==> config.mk <==
export PLATFORM = sky130hd
export DESIGN_NAME = two_box_grid_partition_index_unit
export DESIGN_NICKNAME = d
export VERILOG_FILES = /design/src/rtl/core/tbgp_pkg.sv /design/src/rtl/core/tbgp_front.sv /design/src/rtl/core/tbgp_queue.sv /design/src/rtl/core/tbgp_back.sv /design/src/rtl/core/two_box_grid_partition_index_unit.sv
export SDC_FILE = /design/constraint.sdc
export NUM_CORES = 2
export LEC_CHECK = 0
export ABC_AREA = 1
export BUFFER_PORTS_ARGS = -buffer_cell sky130_fd_sc_hd__clkbuf_2
export CAP_MARGIN = 15
export CORE_UTILIZATION = 50
export DETAILED_ROUTE_END_ITERATION = 12
export PLACE_DENSITY = 0.66
export SYNTH_ARGS = -nofsm -noshare
export SYNTH_HDL_FRONTEND = slang
export SYNTH_HIERARCHICAL = 1
export SYNTH_SLANG_ARGS = --single-unit
==> constraint.sdc <==
create_clock -name i_clk -period 17.1 [get_ports i_clk]
set_input_delay 3.42 -clock i_clk [delete_from_list [all_inputs] [get_ports i_clk]]
set_output_delay 3.42 -clock i_clk [all_outputs]
set_load 0.01 [all_outputs]
==> src/rtl/core/tbgp_pkg.sv <==
`timescale 1ns / 1ps
`default_nettype none

package tbgp_pkg;

    localparam int COORD_BITS     = 20;
    localparam int BOX_BITS       = 3 * COORD_BITS;
    localparam int DIV_FIELD_BITS = 5;
    localparam int DIVS_BITS      = 3 * DIV_FIELD_BITS;
    localparam int ID_BITS        = 13;
    localparam int NUM_BITS       = COORD_BITS + DIV_FIELD_BITS;
    localparam int PROD_BITS      = 2 * DIV_FIELD_BITS;

    localparam int DEFAULT_MAX_DIVISIONS = 16;

    // Must stay a power of two so the queue pointers wrap naturally.
    localparam int QUEUE_DEPTH = 2;

    localparam int CFG_DATA_BITS = 64;
    localparam int CFG_ADDR_BITS = 6;
    localparam int REG_IDX_LSB   = 3;
    localparam int REG_IDX_BITS  = CFG_ADDR_BITS - REG_IDX_LSB;

    typedef enum logic [REG_IDX_BITS-1:0] {
        REG_FINE_LOW  = 3'd0,
        REG_FINE_HIGH = 3'd1,
        REG_BASE_LOW  = 3'd2,
        REG_BASE_HIGH = 3'd3,
        REG_FINE_DIV  = 3'd4,
        REG_BASE_DIV  = 3'd5
    } t_reg_idx;

    localparam logic [BOX_BITS-1:0] FINE_LOW_RESET =
        {COORD_BITS'(256), COORD_BITS'(256), COORD_BITS'(256)};
    localparam logic [BOX_BITS-1:0] FINE_HIGH_RESET =
        {COORD_BITS'(768), COORD_BITS'(768), COORD_BITS'(768)};
    localparam logic [BOX_BITS-1:0] BASE_LOW_RESET = '0;
    localparam logic [BOX_BITS-1:0] BASE_HIGH_RESET =
        {COORD_BITS'(1024), COORD_BITS'(1024), COORD_BITS'(1024)};
    localparam logic [DIVS_BITS-1:0] DIVS_RESET =
        {DIV_FIELD_BITS'(2), DIV_FIELD_BITS'(2), DIV_FIELD_BITS'(2)};

    typedef struct packed {
        logic signed [COORD_BITS-1:0] point_x;
        logic signed [COORD_BITS-1:0] point_y;
        logic signed [COORD_BITS-1:0] point_z;
    } t_point;

    typedef struct packed {
        logic [ID_BITS-1:0] partition_id;
        logic               in_fine_box;
        logic               out_of_range;
    } t_result;

    typedef struct packed {
        logic [BOX_BITS-1:0]  fine_low;
        logic [BOX_BITS-1:0]  fine_high;
        logic [BOX_BITS-1:0]  base_low;
        logic [BOX_BITS-1:0]  base_high;
        logic [DIVS_BITS-1:0] fine_div;
        logic [DIVS_BITS-1:0] base_div;
    } t_cfg;

    // One axis of classified work: quotient of num by den, clamped to n-1.
    typedef struct packed {
        logic [NUM_BITS-1:0]       num;
        logic [COORD_BITS-1:0]     den;
        logic [DIV_FIELD_BITS-1:0] n;
        logic                      force_max;
    } t_axis_job;

    typedef struct packed {
        t_axis_job [2:0]           axis;
        logic [DIV_FIELD_BITS-1:0] n0;
        logic [PROD_BITS-1:0]      n01;
        logic [ID_BITS-1:0]        offset;
        logic                      in_fine_box;
        logic                      flag;
    } t_job;

endpackage

`default_nettype wire

==> src/rtl/core/tbgp_front.sv <==
`timescale 1ns / 1ps
`default_nettype none

module tbgp_front #(
    parameter int MAX_DIVISIONS = tbgp_pkg::DEFAULT_MAX_DIVISIONS
) (
    input  wire logic             i_clk,
    input  wire logic             i_rst_n,
    input  wire tbgp_pkg::t_cfg   i_cfg,
    input  wire logic             i_start,
    input  wire tbgp_pkg::t_point i_point,
    output logic                  o_busy,
    output logic                  o_push,
    output tbgp_pkg::t_job        o_job,
    input  wire logic             i_full
);
    import tbgp_pkg::*;

    localparam logic [DIV_FIELD_BITS-1:0] MAX_LIM = DIV_FIELD_BITS'(MAX_DIVISIONS);

    function automatic logic [DIV_FIELD_BITS-1:0] decode_div(
        input logic [DIVS_BITS-1:0] f,
        input int unsigned          axis
    );
        logic [DIV_FIELD_BITS-1:0] raw;
        raw = f[axis*DIV_FIELD_BITS +: DIV_FIELD_BITS];
        if (raw == '0) begin
            return DIV_FIELD_BITS'(1);
        end else if (raw > MAX_LIM) begin
            return MAX_LIM;
        end
        return raw;
    endfunction

    function automatic logic signed [COORD_BITS-1:0] coord(
        input logic [BOX_BITS-1:0] box,
        input int unsigned         axis
    );
        return $signed(box[axis*COORD_BITS +: COORD_BITS]);
    endfunction

    logic                              w_accept;
    logic                              w_adv;
    logic signed [COORD_BITS-1:0]      w_p [3];
    logic                              w_inside;
    logic [DIV_FIELD_BITS-1:0]         w_n [3];
    logic [PROD_BITS-1:0]              w_nf01;
    logic [DIV_FIELD_BITS-1:0]         w_nfz;
    t_job                              w_job;

    logic                              r_a_valid;
    logic signed [COORD_BITS-1:0]      r_a_p [3];
    logic                              r_a_inside;
    logic [BOX_BITS-1:0]               r_a_lo;
    logic [BOX_BITS-1:0]               r_a_hi;
    logic [DIV_FIELD_BITS-1:0]         r_a_n [3];
    logic [PROD_BITS-1:0]              r_a_nf01;
    logic [DIV_FIELD_BITS-1:0]         r_a_nfz;
    logic                              r_b_valid;
    t_job                              r_b_job;

    assign w_adv    = !r_b_valid || !i_full;
    assign o_busy   = !i_rst_n || (r_a_valid && !w_adv);
    assign w_accept = i_start && !o_busy;
    assign o_push   = r_b_valid && !i_full;
    assign o_job    = r_b_job;

    assign w_p[0] = i_point.point_x;
    assign w_p[1] = i_point.point_y;
    assign w_p[2] = i_point.point_z;

    // Classify against the fine box and pick the box that will be used.
    always_comb begin
        logic [2:0] in_fine;
        for (int a = 0; a < 3; a++) begin
            in_fine[a] = (w_p[a] >= coord(i_cfg.fine_low, a))
                      && (w_p[a] <= coord(i_cfg.fine_high, a));
        end
        w_inside = &in_fine;
        for (int a = 0; a < 3; a++) begin
            w_n[a] = w_inside ? decode_div(i_cfg.fine_div, a)
                              : decode_div(i_cfg.base_div, a);
        end
        w_nf01 = PROD_BITS'(decode_div(i_cfg.fine_div, 0))
               * PROD_BITS'(decode_div(i_cfg.fine_div, 1));
        w_nfz  = decode_div(i_cfg.fine_div, 2);
    end

    // Per-axis range checks and the scaled numerator for the divider.
    always_comb begin
        logic signed [COORD_BITS-1:0] lo;
        logic signed [COORD_BITS-1:0] hi;
        logic signed [COORD_BITS:0]   wid;
        logic signed [COORD_BITS:0]   dif;
        logic                         below;
        logic                         above;
        logic                         wpos;
        logic                         forced;
        logic [2:0]                   any_forced;
        logic [DIVS_BITS-1:0]         nf;
        w_job = '0;
        for (int a = 0; a < 3; a++) begin
            lo     = coord(r_a_lo, a);
            hi     = coord(r_a_hi, a);
            wid    = (COORD_BITS+1)'(hi) - (COORD_BITS+1)'(lo);
            dif    = (COORD_BITS+1)'(r_a_p[a]) - (COORD_BITS+1)'(lo);
            below  = r_a_p[a] < lo;
            above  = r_a_p[a] > hi;
            wpos   = wid > 0;
            forced = !wpos || below || above;
            any_forced[a] = forced;
            w_job.axis[a].den       = forced ? COORD_BITS'(1) : wid[COORD_BITS-1:0];
            w_job.axis[a].num       = (forced ? NUM_BITS'(0) : NUM_BITS'(dif[COORD_BITS-1:0]))
                                    * NUM_BITS'(r_a_n[a]);
            w_job.axis[a].n         = r_a_n[a];
            w_job.axis[a].force_max = wpos && !below && above;
        end
        nf                = DIVS_BITS'(r_a_nf01) * DIVS_BITS'(r_a_nfz);
        w_job.n0          = r_a_n[0];
        w_job.n01         = PROD_BITS'(r_a_n[0]) * PROD_BITS'(r_a_n[1]);
        w_job.offset      = r_a_inside ? ID_BITS'(0) : nf[ID_BITS-1:0];
        w_job.in_fine_box = r_a_inside;
        w_job.flag        = |any_forced;
    end

    always_ff @(posedge i_clk) begin
        if (!i_rst_n) begin
            r_a_valid <= 1'b0;
            r_b_valid <= 1'b0;
        end else begin
            if (w_adv) begin
                r_a_valid <= w_accept;
            end else if (w_accept) begin
                r_a_valid <= 1'b1;
            end
            if (w_adv) begin
                r_b_valid <= r_a_valid;
            end
        end
        if (w_accept) begin
            r_a_p      <= w_p;
            r_a_inside <= w_inside;
            r_a_lo     <= w_inside ? i_cfg.fine_low : i_cfg.base_low;
            r_a_hi     <= w_inside ? i_cfg.fine_high : i_cfg.base_high;
            r_a_n      <= w_n;
            r_a_nf01   <= w_nf01;
            r_a_nfz    <= w_nfz;
        end
        if (w_adv) begin
            r_b_job <= w_job;
        end
    end

endmodule

`default_nettype wire

==> src/rtl/core/tbgp_queue.sv <==
`timescale 1ns / 1ps
`default_nettype none

module tbgp_queue (
    input  wire logic           i_clk,
    input  wire logic           i_rst_n,
    input  wire logic           i_push,
    input  wire tbgp_pkg::t_job i_data,
    output logic                o_full,
    input  wire logic           i_pop,
    output logic                o_valid,
    output tbgp_pkg::t_job      o_data
);
    import tbgp_pkg::*;

    localparam int PTR_BITS = (QUEUE_DEPTH > 1) ? $clog2(QUEUE_DEPTH) : 1;
    localparam int CNT_BITS = $clog2(QUEUE_DEPTH + 1);

    t_job                r_mem [QUEUE_DEPTH];
    logic [PTR_BITS-1:0] r_wr_ptr;
    logic [PTR_BITS-1:0] r_rd_ptr;
    logic [CNT_BITS-1:0] r_count;
    logic                w_do_push;
    logic                w_do_pop;

    assign o_full    = r_count == CNT_BITS'(QUEUE_DEPTH);
    assign o_valid   = r_count != '0;
    assign o_data    = r_mem[r_rd_ptr];
    assign w_do_push = i_push && !o_full;
    assign w_do_pop  = i_pop && o_valid;

    always_ff @(posedge i_clk) begin
        if (!i_rst_n) begin
            r_wr_ptr <= '0;
            r_rd_ptr <= '0;
            r_count  <= '0;
        end else begin
            if (w_do_push) begin
                r_wr_ptr <= r_wr_ptr + PTR_BITS'(1);
            end
            if (w_do_pop) begin
                r_rd_ptr <= r_rd_ptr + PTR_BITS'(1);
            end
            if (w_do_push && !w_do_pop) begin
                r_count <= r_count + CNT_BITS'(1);
            end else if (w_do_pop && !w_do_push) begin
                r_count <= r_count - CNT_BITS'(1);
            end
        end
        if (w_do_push) begin
            r_mem[r_wr_ptr] <= i_data;
        end
    end

endmodule

`default_nettype wire

==> src/rtl/core/tbgp_back.sv <==
`timescale 1ns / 1ps
`default_nettype none

module tbgp_back #(
    parameter int MAX_DIVISIONS = tbgp_pkg::DEFAULT_MAX_DIVISIONS
) (
    input  wire logic           i_clk,
    input  wire logic           i_rst_n,
    input  wire logic           i_valid,
    input  wire tbgp_pkg::t_job i_job,
    output logic                o_pop,
    output logic                o_valid,
    output tbgp_pkg::t_result   o_result
);
    import tbgp_pkg::*;

    // The quotient never exceeds the division count, so this many bits suffice.
    localparam int STAGES = $clog2(MAX_DIVISIONS + 1);

    typedef struct packed {
        logic [NUM_BITS-1:0]       rem;
        logic [COORD_BITS-1:0]     den;
        logic [DIV_FIELD_BITS-1:0] n;
        logic                      force_max;
        logic [DIV_FIELD_BITS-1:0] q;
    } t_lane;

    typedef struct packed {
        t_lane [2:0]               lane;
        logic [DIV_FIELD_BITS-1:0] n0;
        logic [PROD_BITS-1:0]      n01;
        logic [ID_BITS-1:0]        offset;
        logic                      in_fine_box;
        logic                      flag;
    } t_stage;

    function automatic t_stage to_stage(input t_job j);
        t_stage s;
        for (int a = 0; a < 3; a++) begin
            s.lane[a].rem       = j.axis[a].num;
            s.lane[a].den       = j.axis[a].den;
            s.lane[a].n         = j.axis[a].n;
            s.lane[a].force_max = j.axis[a].force_max;
            s.lane[a].q         = '0;
        end
        s.n0          = j.n0;
        s.n01         = j.n01;
        s.offset      = j.offset;
        s.in_fine_box = j.in_fine_box;
        s.flag        = j.flag;
        return s;
    endfunction

    // One restoring step: try the divisor shifted to this quotient bit.
    function automatic t_lane div_step(input t_lane l, input int unsigned bit_pos);
        t_lane               r;
        logic [NUM_BITS-1:0] trial;
        r     = l;
        trial = NUM_BITS'(l.den) << bit_pos;
        if (l.rem >= trial) begin
            r.rem        = l.rem - trial;
            r.q[bit_pos] = 1'b1;
        end
        return r;
    endfunction

    t_stage  w_in    [STAGES];
    t_stage  w_out   [STAGES];
    t_stage  r_stage [STAGES];
    logic    r_valid [STAGES];
    logic    r_out_valid;
    t_result r_result;

    assign o_pop    = i_valid;
    assign w_in[0]  = to_stage(i_job);

    for (genvar j = 0; j < STAGES; j++) begin : g_div
        if (j > 0) begin : g_link
            assign w_in[j] = r_stage[j-1];
        end

        always_comb begin
            w_out[j] = w_in[j];
            for (int a = 0; a < 3; a++) begin
                w_out[j].lane[a] = div_step(w_in[j].lane[a], STAGES - 1 - j);
            end
        end

        always_ff @(posedge i_clk) begin
            if (!i_rst_n) begin
                r_valid[j] <= 1'b0;
            end else begin
                r_valid[j] <= (j == 0) ? i_valid : r_valid[(j > 0) ? j - 1 : 0];
            end
            r_stage[j] <= w_out[j];
        end
    end

    always_comb begin
        logic [DIV_FIELD_BITS-1:0]           idx [3];
        logic [PROD_BITS-1:0]                term_y;
        logic [PROD_BITS+DIV_FIELD_BITS-1:0] term_z;
        t_stage                              s;
        s = r_stage[STAGES-1];
        for (int a = 0; a < 3; a++) begin
            idx[a] = (s.lane[a].force_max || (s.lane[a].q >= s.lane[a].n))
                   ? s.lane[a].n - DIV_FIELD_BITS'(1) : s.lane[a].q;
        end
        term_y = PROD_BITS'(idx[1]) * PROD_BITS'(s.n0);
        term_z = (PROD_BITS+DIV_FIELD_BITS)'(idx[2]) * (PROD_BITS+DIV_FIELD_BITS)'(s.n01);
        r_result.partition_id = ID_BITS'(idx[0]) + ID_BITS'(term_y)
                              + term_z[ID_BITS-1:0] + s.offset;
        r_result.in_fine_box  = s.in_fine_box;
        r_result.out_of_range = s.flag;
    end

    t_result r_out;

    always_ff @(posedge i_clk) begin
        if (!i_rst_n) begin
            r_out_valid <= 1'b0;
        end else begin
            r_out_valid <= r_valid[STAGES-1];
        end
        r_out <= r_result;
    end

    assign o_valid  = r_out_valid;
    assign o_result = r_out;

endmodule

`default_nettype wire

==> src/rtl/core/two_box_grid_partition_index_unit.sv <==
`timescale 1ns / 1ps
`default_nettype none

// Maps one cell centroid (signed Q10.10 x, y, z) to a partition number, one point
// per clock. A point is taken whenever start is high and busy is low; busy is high
// only during reset, because the result side can never be held off. Each result
// appears on o_result for exactly one cycle, marked by o_valid, after it passes
// through these registered steps: two front stages classify the point and scale
// it, a two-entry queue hands it over, and a pipelined restoring divider per axis
// resolves one quotient bit per stage before the final index sum is registered.
// Results leave in the order the points came in. Box corners and division counts
// are written through the register port at byte addresses 0, 8, ..., 40 and should
// only be changed while no point is in flight.
module two_box_grid_partition_index_unit #(
    parameter int MAX_DIVISIONS = tbgp_pkg::DEFAULT_MAX_DIVISIONS
) (
    input  wire logic                                i_clk,
    input  wire logic                                i_rst_n,
    input  wire logic                                start,
    output logic                                     busy,
    input  wire tbgp_pkg::t_point                    i_point,
    output logic                                     o_valid,
    output tbgp_pkg::t_result                        o_result,
    input  wire logic                                psel,
    input  wire logic                                penable,
    input  wire logic                                pwrite,
    input  wire logic [tbgp_pkg::CFG_ADDR_BITS-1:0]  paddr,
    input  wire logic [tbgp_pkg::CFG_DATA_BITS-1:0]  pwdata,
    output logic [tbgp_pkg::CFG_DATA_BITS-1:0]       prdata,
    output logic                                     pready
);
    import tbgp_pkg::*;

    t_cfg     r_cfg;
    t_reg_idx w_idx;
    logic     w_wr;
    logic     w_push;
    logic     w_full;
    t_job     w_front_job;
    logic     w_q_valid;
    t_job     w_q_job;
    logic     w_pop;

    assign pready = 1'b1;
    assign w_idx  = t_reg_idx'(paddr[CFG_ADDR_BITS-1:REG_IDX_LSB]);
    assign w_wr   = psel && penable && pwrite && pready;

    always_ff @(posedge i_clk) begin
        if (!i_rst_n) begin
            r_cfg.fine_low  <= FINE_LOW_RESET;
            r_cfg.fine_high <= FINE_HIGH_RESET;
            r_cfg.base_low  <= BASE_LOW_RESET;
            r_cfg.base_high <= BASE_HIGH_RESET;
            r_cfg.fine_div  <= DIVS_RESET;
            r_cfg.base_div  <= DIVS_RESET;
        end else if (w_wr) begin
            case (w_idx)
                REG_FINE_LOW:  r_cfg.fine_low  <= pwdata[BOX_BITS-1:0];
                REG_FINE_HIGH: r_cfg.fine_high <= pwdata[BOX_BITS-1:0];
                REG_BASE_LOW:  r_cfg.base_low  <= pwdata[BOX_BITS-1:0];
                REG_BASE_HIGH: r_cfg.base_high <= pwdata[BOX_BITS-1:0];
                REG_FINE_DIV:  r_cfg.fine_div  <= pwdata[DIVS_BITS-1:0];
                REG_BASE_DIV:  r_cfg.base_div  <= pwdata[DIVS_BITS-1:0];
                default: begin
                end
            endcase
        end
    end

    always_comb begin
        case (w_idx)
            REG_FINE_LOW:  prdata = CFG_DATA_BITS'(r_cfg.fine_low);
            REG_FINE_HIGH: prdata = CFG_DATA_BITS'(r_cfg.fine_high);
            REG_BASE_LOW:  prdata = CFG_DATA_BITS'(r_cfg.base_low);
            REG_BASE_HIGH: prdata = CFG_DATA_BITS'(r_cfg.base_high);
            REG_FINE_DIV:  prdata = CFG_DATA_BITS'(r_cfg.fine_div);
            REG_BASE_DIV:  prdata = CFG_DATA_BITS'(r_cfg.base_div);
            default:       prdata = '0;
        endcase
    end

    tbgp_front #(
        .MAX_DIVISIONS(MAX_DIVISIONS)
    ) u_front (
        .i_clk   (i_clk),
        .i_rst_n (i_rst_n),
        .i_cfg   (r_cfg),
        .i_start (start),
        .i_point (i_point),
        .o_busy  (busy),
        .o_push  (w_push),
        .o_job   (w_front_job),
        .i_full  (w_full)
    );

    tbgp_queue u_queue (
        .i_clk   (i_clk),
        .i_rst_n (i_rst_n),
        .i_push  (w_push),
        .i_data  (w_front_job),
        .o_full  (w_full),
        .i_pop   (w_pop),
        .o_valid (w_q_valid),
        .o_data  (w_q_job)
    );

    tbgp_back #(
        .MAX_DIVISIONS(MAX_DIVISIONS)
    ) u_back (
        .i_clk    (i_clk),
        .i_rst_n  (i_rst_n),
        .i_valid  (w_q_valid),
        .i_job    (w_q_job),
        .o_pop    (w_pop),
        .o_valid  (o_valid),
        .o_result (o_result)
    );

endmodule

`default_nettype wire

**Word-level counts from Yosys, hierarchy flattened**

Memory sizes are Yosys's and may differ from the RTL's. A register that Yosys moved wholly into a read port is not among the register bits.
Index checks and enable logic that the tools add are counted.

- Add/sub/neg operators: 31
- Multipliers: 8
- Divide/modulo/power cells: 0
- $lt $le $gt $ge: 39
- Equal/unequal tests: 6
- Shifts and indexed selects: 0
- Muxes and demuxes: 87
- Bitwise gates (word level): 5
- Reduce and logical (&&, ||, !) cells: 60

Operator list:

| cell | count |
|---|---|
| 25-bit 2-to-1 mux | 15 |
| 60-bit one-hot mux with 6 select lines | 1 |
| 5-bit 2-to-1 mux | 24 |
| 60-bit 2-to-1 mux | 2 |
| 25-bit by 20-bit greater-or-equal comparator with 1-bit output | 3 |
| 25-bit by 21-bit greater-or-equal comparator with 1-bit output | 3 |
| 25-bit by 22-bit greater-or-equal comparator with 1-bit output | 3 |
| 25-bit by 23-bit greater-or-equal comparator with 1-bit output | 3 |
| 25-bit by 24-bit greater-or-equal comparator with 1-bit output | 3 |
| 25-bit by 5-bit multiplier with 25-bit output | 3 |
| 25-bit by 20-bit subtractor with 25-bit output | 3 |
| 25-bit by 21-bit subtractor with 25-bit output | 3 |
| 25-bit by 22-bit subtractor with 25-bit output | 3 |
| 25-bit by 23-bit subtractor with 25-bit output | 3 |
| 25-bit by 24-bit subtractor with 25-bit output | 3 |
| 21-bit by 1-bit greater-than comparator with 1-bit output (second input constant) | 3 |
| 20-bit by 20-bit subtractor with 21-bit output | 3 |
| 20-bit greater-or-equal comparator | 3 |
| 20-bit greater-than comparator | 3 |
| 20-bit less-or-equal comparator | 3 |
| 20-bit < comparator | 3 |
| 20-bit 2-to-1 mux | 3 |
| 20-bit subtractor | 3 |
| 1-bit 2-to-1 mux | 40 |
| 26 further kinds | 97 |

- Register bits: 680
- Bits in latches: 0
- Memory bits (writable): 1361
- Bits in read-only memories: 0
- Output and inout bits: 82
- Word-level logic and storage cells: 280
- Memories: 3

Memories:

| memory | words | bits a word | rd ports | clocked after memory_dff | wr ports | line | source |
|---|---|---|---|---|---|---|---|
| u_back.r_stage | 5 | 198 | 5 | 0 | 5 | tbgp_back.sv:69 | `t_stage r_stage [STAGES];` |
| u_queue.r_mem | 2 | 183 | 1 | 1 | 1 | tbgp_queue.sv:19 | `t_job r_mem [QUEUE_DEPTH];` |
| u_back.r_valid | 5 | 1 | 5 | 1 | 5 | tbgp_back.sv:70 | `logic r_valid [STAGES];` |

**Longest topological paths before layout**

- Depth after elaboration: 10
- Depth in mapped cells: 37

**Modules after synthesis**

The synthesis kept the hierarchy.

By module, submodules not included:

| module | times used | cells an instance | area an instance (sq um) | sequential area each (sq um) |
|---|---|---|---|---|
| tbgp_back | 1 | 5145 | 41528.6 | 16936.2 |
| tbgp_front | 1 | 4953 | 39112.5 | 11721.2 |
| tbgp_queue | 1 | 606 | 13511.7 | 11090.6 |
| two_box_grid_partition_index_unit | 1 | 2110 | 13103.8 | 5405.2 |

**Least setup slack after synthesis**

OpenSTA, ideal clock, no wires.

- Path kind: reg2reg
- Start point: reg u_queue.r_count[1]
- End point: reg u_front.r_a_hi[0], enable pin
- Setup time: 0.786 ns
- Arrival time: 13.293 ns
- Required time: 16.314 ns
- Setup slack: 3.020 ns
- Stages on the path, launching flop included: 8
- Path buffers: 0
- Path through: dfxtp_1 -> inv_1 -> nor2_1 -> nand2_1 -> nor2_1 -> inv_1 -> nand2_1 -> nor2_1

- Cells in the longest elaborated chain, start to end: 8

RTL lines:

| element | line | source |
|---|---|---|
| start, declared | tbgp_queue.sv:22 | `logic [CNT_BITS-1:0] r_count;` |
| start signal, assigned | tbgp_queue.sv:45 | `r_count <= r_count + CNT_BITS'(1);` |
| start signal, assigned | tbgp_queue.sv:47 | `r_count <= r_count - CNT_BITS'(1);` |
| 2-bit == test | tbgp_queue.sv:26 | `assign o_full = r_count == CNT_BITS'(QUEUE_DEPTH);` |
| net w_full | two_box_grid_partition_index_unit.sv:38 | `logic w_full;` |
| 1-bit zero test | tbgp_front.sv:62 | `assign w_adv = !r_b_valid \|\| !i_full;` |
| 1-bit logical OR | tbgp_front.sv:62 |  |
| net u_front.w_adv | tbgp_front.sv:43 | `logic w_adv;` |
| 1-bit zero test | tbgp_front.sv:63 | `assign o_busy = !i_rst_n \|\| (r_a_valid && !w_adv);` |
| 1-bit logical AND | tbgp_front.sv:63 |  |
| 1-bit logical OR | tbgp_front.sv:63 |  |
| net busy | two_box_grid_partition_index_unit.sv:20 | `output logic busy,` |
| 1-bit zero test | tbgp_front.sv:64 | `assign w_accept = i_start && !o_busy;` |
| 1-bit logical AND | tbgp_front.sv:64 |  |
| net u_front.w_accept | tbgp_front.sv:42 | `logic w_accept;` |
| end signal, assigned | tbgp_front.sv:144 | `r_a_hi <= w_inside ? i_cfg.fine_high : i_cfg.base_high;` |
| end, declared | tbgp_front.sv:55 | `logic [BOX_BITS-1:0] r_a_hi;` |

The timed path passes the listed nets, and every way through them passes these cells.
A chain may end at the register's enable or synchronous reset.

**Worst setup path after layout**

- Start point: in paddr[4] in the netlist's numbering
- End point: out prdata[58] in the netlist's numbering

- Cells in the longest elaborated chain, start to end: 2

RTL lines:

| element | line | source |
|---|---|---|
| start, declared | two_box_grid_partition_index_unit.sv:27 | `input wire logic [tbgp_pkg::CFG_ADDR_BITS-1:0] paddr,` |
| 3-bit == test, or another cell as far along | two_box_grid_partition_index_unit.sv:71 | `case (w_idx)` |
| 60-bit one-hot mux with 6 select lines * | two_box_grid_partition_index_unit.sv:71 |  |
| end, declared | two_box_grid_partition_index_unit.sv:29 | `output logic [tbgp_pkg::CFG_DATA_BITS-1:0] prdata,` |

Every way passes the cells marked *; elsewhere a longest branch is shown, timed or not.

==> impl_results.md <==
- Slew Limit Fails: 0
- Clk_skew: 0.0610 ns
- Drt wl/cell: 17.6 microns
- Die area: 216000 sq um
- Vias in the first global route: 81.4k
- Clock power share: 23.9%
- Area Overhead vs Synth: 9.07%
- Initial Utilization: 50.4%
- Initial DRC Count: 6556
- Share of layout cells above drive strength 1: 7.65%
- Clock Root Buffer: clkbuf_16
- TNS Setup: 0 ns
- Critical path cell sequence: clkbuf_2 > inv_4 > nand2_1 > nor2_4 > buf_4 > nand2_1 > nand2_1 > inv_1 > nand2_1 > clkbuf_2
- Critical Path Source: paddr[4]
- Worst path most repeated cell: nand2_1
- Element type at the critical path end: primary output
- Top Family by Delay on Critical Path: buffers and inverters
- CTS Buf Count: 196
- Layout Nets: 14.2k
- Comb pwr share: 43.9%
- Hold_sp: u_back/r_stage[0][726]$_DFF_P_
- CP arrival: 6.86 ns
- Skew-Pair Late Insertion Delay: 0.89 ns
- Post-synthesis sequential area ratio: 42.1%
- H-tree levels: 4
- TritonCTS clock tree: yes
- Die height: 465 microns
- Setup repair after global routing missed its margin: no
- Cell internal pwr: 10.9 mW
- Fillers: 19.6k
- Cell Area, Placed: 110000 sq um
- Seq pwr share: 32.3%
- Worst setup SP type: primary input
- Relative max-transition margin: 22.6%
- Initial antenna violation count: 4
- Pin count of the biggest net entering global routing: 139
- Area occupied by multi-input gates: 53200 sq um
- Buf/Inv on CP: 5
- Pre-CTS setup slack: 6.92 ns
- CTS-repair resized insts: 0
- DR vias: 84.1k
- Register-to-Register Setup Slack: 9.63 ns
- Hold/Removal Path Class: flip-flop to flip-flop
- Final hold vios: 0
- Post-CTS Hold Buffers: 0
- FP Rows: 169
- Hold Crit Depth: 0
- Post-synth EDFFs: 755
- Routed wire length: 280 mm
- Syn Area/Cell: 8.37 sq um
- I/O Buffers: 205
- Worst r2r path cells: 27
- Routability congestion estimate: 0.947
- DRC errors left: 0
- Synth top area share: 21.1%
- Detail-routed via count per cell: 5.28
- Post-layout min period: 10.28 ns
- Clk buf depth: 3
- Overall Global Routing Usage: 25.4%
- Number of top-level pins: 218
- Gate Count Post-Synth: 12.8k
- Ys async rst share: 0%
- Commonest register cell after synthesis: dfxtp_1
- Total gr overflow: 0
- Post-route ant nets: 0
- Critical Path Max Stage Delay: 0.86 ns
- Postcts setup bufs: 0
- Period Utilization, post-route: 60.1%
- Origin of the critical flop-to-flop path: u_front/r_a_p[55]$_DFFE_PP_
- MaxCap Viol Count: 0
- Post-synthesis cell area: 107000 sq um
- Reg area: 45200 sq um
- Top cells by area, synth: edfxtp_1 (21%), dfxtp_1 (21%), nand2_1 (10%)
- Maximum vdd drop: 0.710 mV
- Maximum net fanout on the critical path: 75
- Clk slew on worst S/H paths: 0.06 ns
- Status: completed
- Power density over the cells: 157 nW/um^2
- CTS sink cnt: 1878
- Post-detail-place hpwl: 217 mm
- Placeable Area: 213000 sq um
- Pleak: 54.8 nW
- Worst-Margin Slew: 1.16 ns
- PnR worst setup slack: 6.82 ns
- Netlist cell types: 72
- Smallest hold slack: 0.294 ns
- Synth area leader: edfxtp_1
- Final instance area: 117000 sq um
- DR pass1 iterations: 6
- RR Endpoint: u_front/o_job[77]$_DFFE_PP_
- Slowest cell on crit path: nor2_4
- Synth Warn #: 6
- Critical path class: primary input to primary output
- Fmax: 97.3 MHz
- Switching share of total power: 40.8%
- Die W: 465 microns
- Worst Hold Endpoint: u_back/r_stage[0][924]$_DFF_P_
- Sw power: 7.49 mW
- Final setup viols: 0
- CP required: 13.68 ns
- Register bit total from synthesis: 1878
- First-pass GRT wire length: 440 mm
## worst max path at each step
stage	end	depth (start not counted)	slack (ns)
after detailed placement	prdata[58]	10	6.92
after global routing	prdata[58]	10	6.60
after global placement	prdata[58]	10	7.01
after floorplan	u_front/r_a_hi[0]$_DFFE_PP_	7	3.02
final	prdata[58]	10	6.82
after CTS	prdata[58]	10	6.94
## routing by layer
layer  wire (microns)  GRT usage [%]  vias to the layer above
met5                9              0                        -
met4             8600           8.13                        2
met3            15100           3.00                      425
met2           123000           39.7                     2447
met1           133000           36.6                    39400
li1                 -              -                    41900
## Yosys cell counts, drive strengths merged, types with 42 or more instances
| cell type | n |
|---|---|
| a21o | 49 |
| a21oi | 676 |
| buf | 239 |
| clkbuf | 79 |
| dfxtp | 1123 |
| edfxtp | 755 |
| fa | 283 |
| ha | 819 |
| inv | 1842 |
| mux2 | 185 |
| nand2 | 2940 |
| nand3 | 825 |
| nand3b | 59 |
| nand4 | 277 |
| nor2 | 1488 |
| nor3 | 138 |
| o21ai | 476 |
| o21bai | 42 |
| xnor2 | 151 |
| xor2 | 166 |
## flip-flops by register name, indices dropped and copies added (netlist names), named ones only
signal	flops
u_front/r_a_inside	1
u_front/r_a_nf01	10
u_front/r_a_nfz	5
u_queue/r_mem	366
u_queue/r_wr_ptr	1
u_front/r_a_p	60
u_front/r_a_lo	60
u_back/r_stage	825
u_front/r_a_valid	1
u_front/r_a_n	15
u_front/o_job	178
u_back/o_valid	1
u_back/r_valid	5
u_queue/r_count	2
r_cfg	270
u_back/o_result	15
u_front/r_a_hi	60
u_queue/r_rd_ptr	1
u_front/r_b_valid	1
## cells by family (layout without fill, tap and decap cells)
kind of cell	Yosys count	after routing	share of synthesized area, %
AOI/OAI and AO/OA	1347	1347	7.17
buffers and inverters	2167	2457	8.40
xor gates and xnor gates	317	317	2.59
adders and majority gates	1102	1102	14.8
muxes	185	185	1.94
and+or+nand+nor	5816	5816	23.0
other	2	8	0.00700
DFF	1878	1878	42.1
## cell type report
cell class | count | area share [%]
multi-input cells | 8772 | 45.4
clock inverters | 106 | 1.14
flip-flops and latches | 1878 | 38.6
well taps | 2821 | 3.02
diodes | 3 | 0.00642
inverters | 1849 | 5.95
clock buffers | 262 | 4.71
repair buffers | 240 | 1.12
## power groups by stage
stage | clock (mW) | combinational, mW | sequential, mW
floorplan | 0 | 5.88 | 5.82
global placement | 0 | 8.06 | 6.00
detailed placement | 0 | 8.15 | 6.02
CTS | 4.48 | 8.20 | 5.92
global route | 4.67 | 9.04 | 5.99
finish | 4.38 | 8.06 | 5.93
## worst register-to-register path: cells and delay by family, from the launching register on
kind,cells,cell delay [ns]
flops,1,0.44
fa+ha+maj,5,2.23
compound gates,5,1.31
simple gates,14,2.99
buf+inv,3,0.27
## cells in the final DEF, fill, tap and decap left out, types with 49 or more instances in the layout
master / n
clkbuf_2: 205
o21ai_2: 93
nor2_1: 1461
nand2_1: 2921
xnor2_1: 151
clkbuf_16: 200
fa_1: 283
nand3b_1: 59
a21oi_1: 650
dfxtp_1: 1122
edfxtp_1: 755
inv_1: 1824
a21o_1: 49
ha_1: 819
nor3_1: 121
nand4_1: 267
o21ai_0: 350
mux2_2: 185
nand3_1: 812
xor2_1: 166
## through the flow
step                      util [%]  power, mW  std cells
after floorplan                  -       11.7      12800
after global placement        51.8       14.1      15600
after detailed placement      51.8       14.2      15600
after CTS                     55.0       18.6      15900
after global routing          55.0       19.7      15900
final                         55.0       18.4      15900
Power figures use the tool's default switching activity.
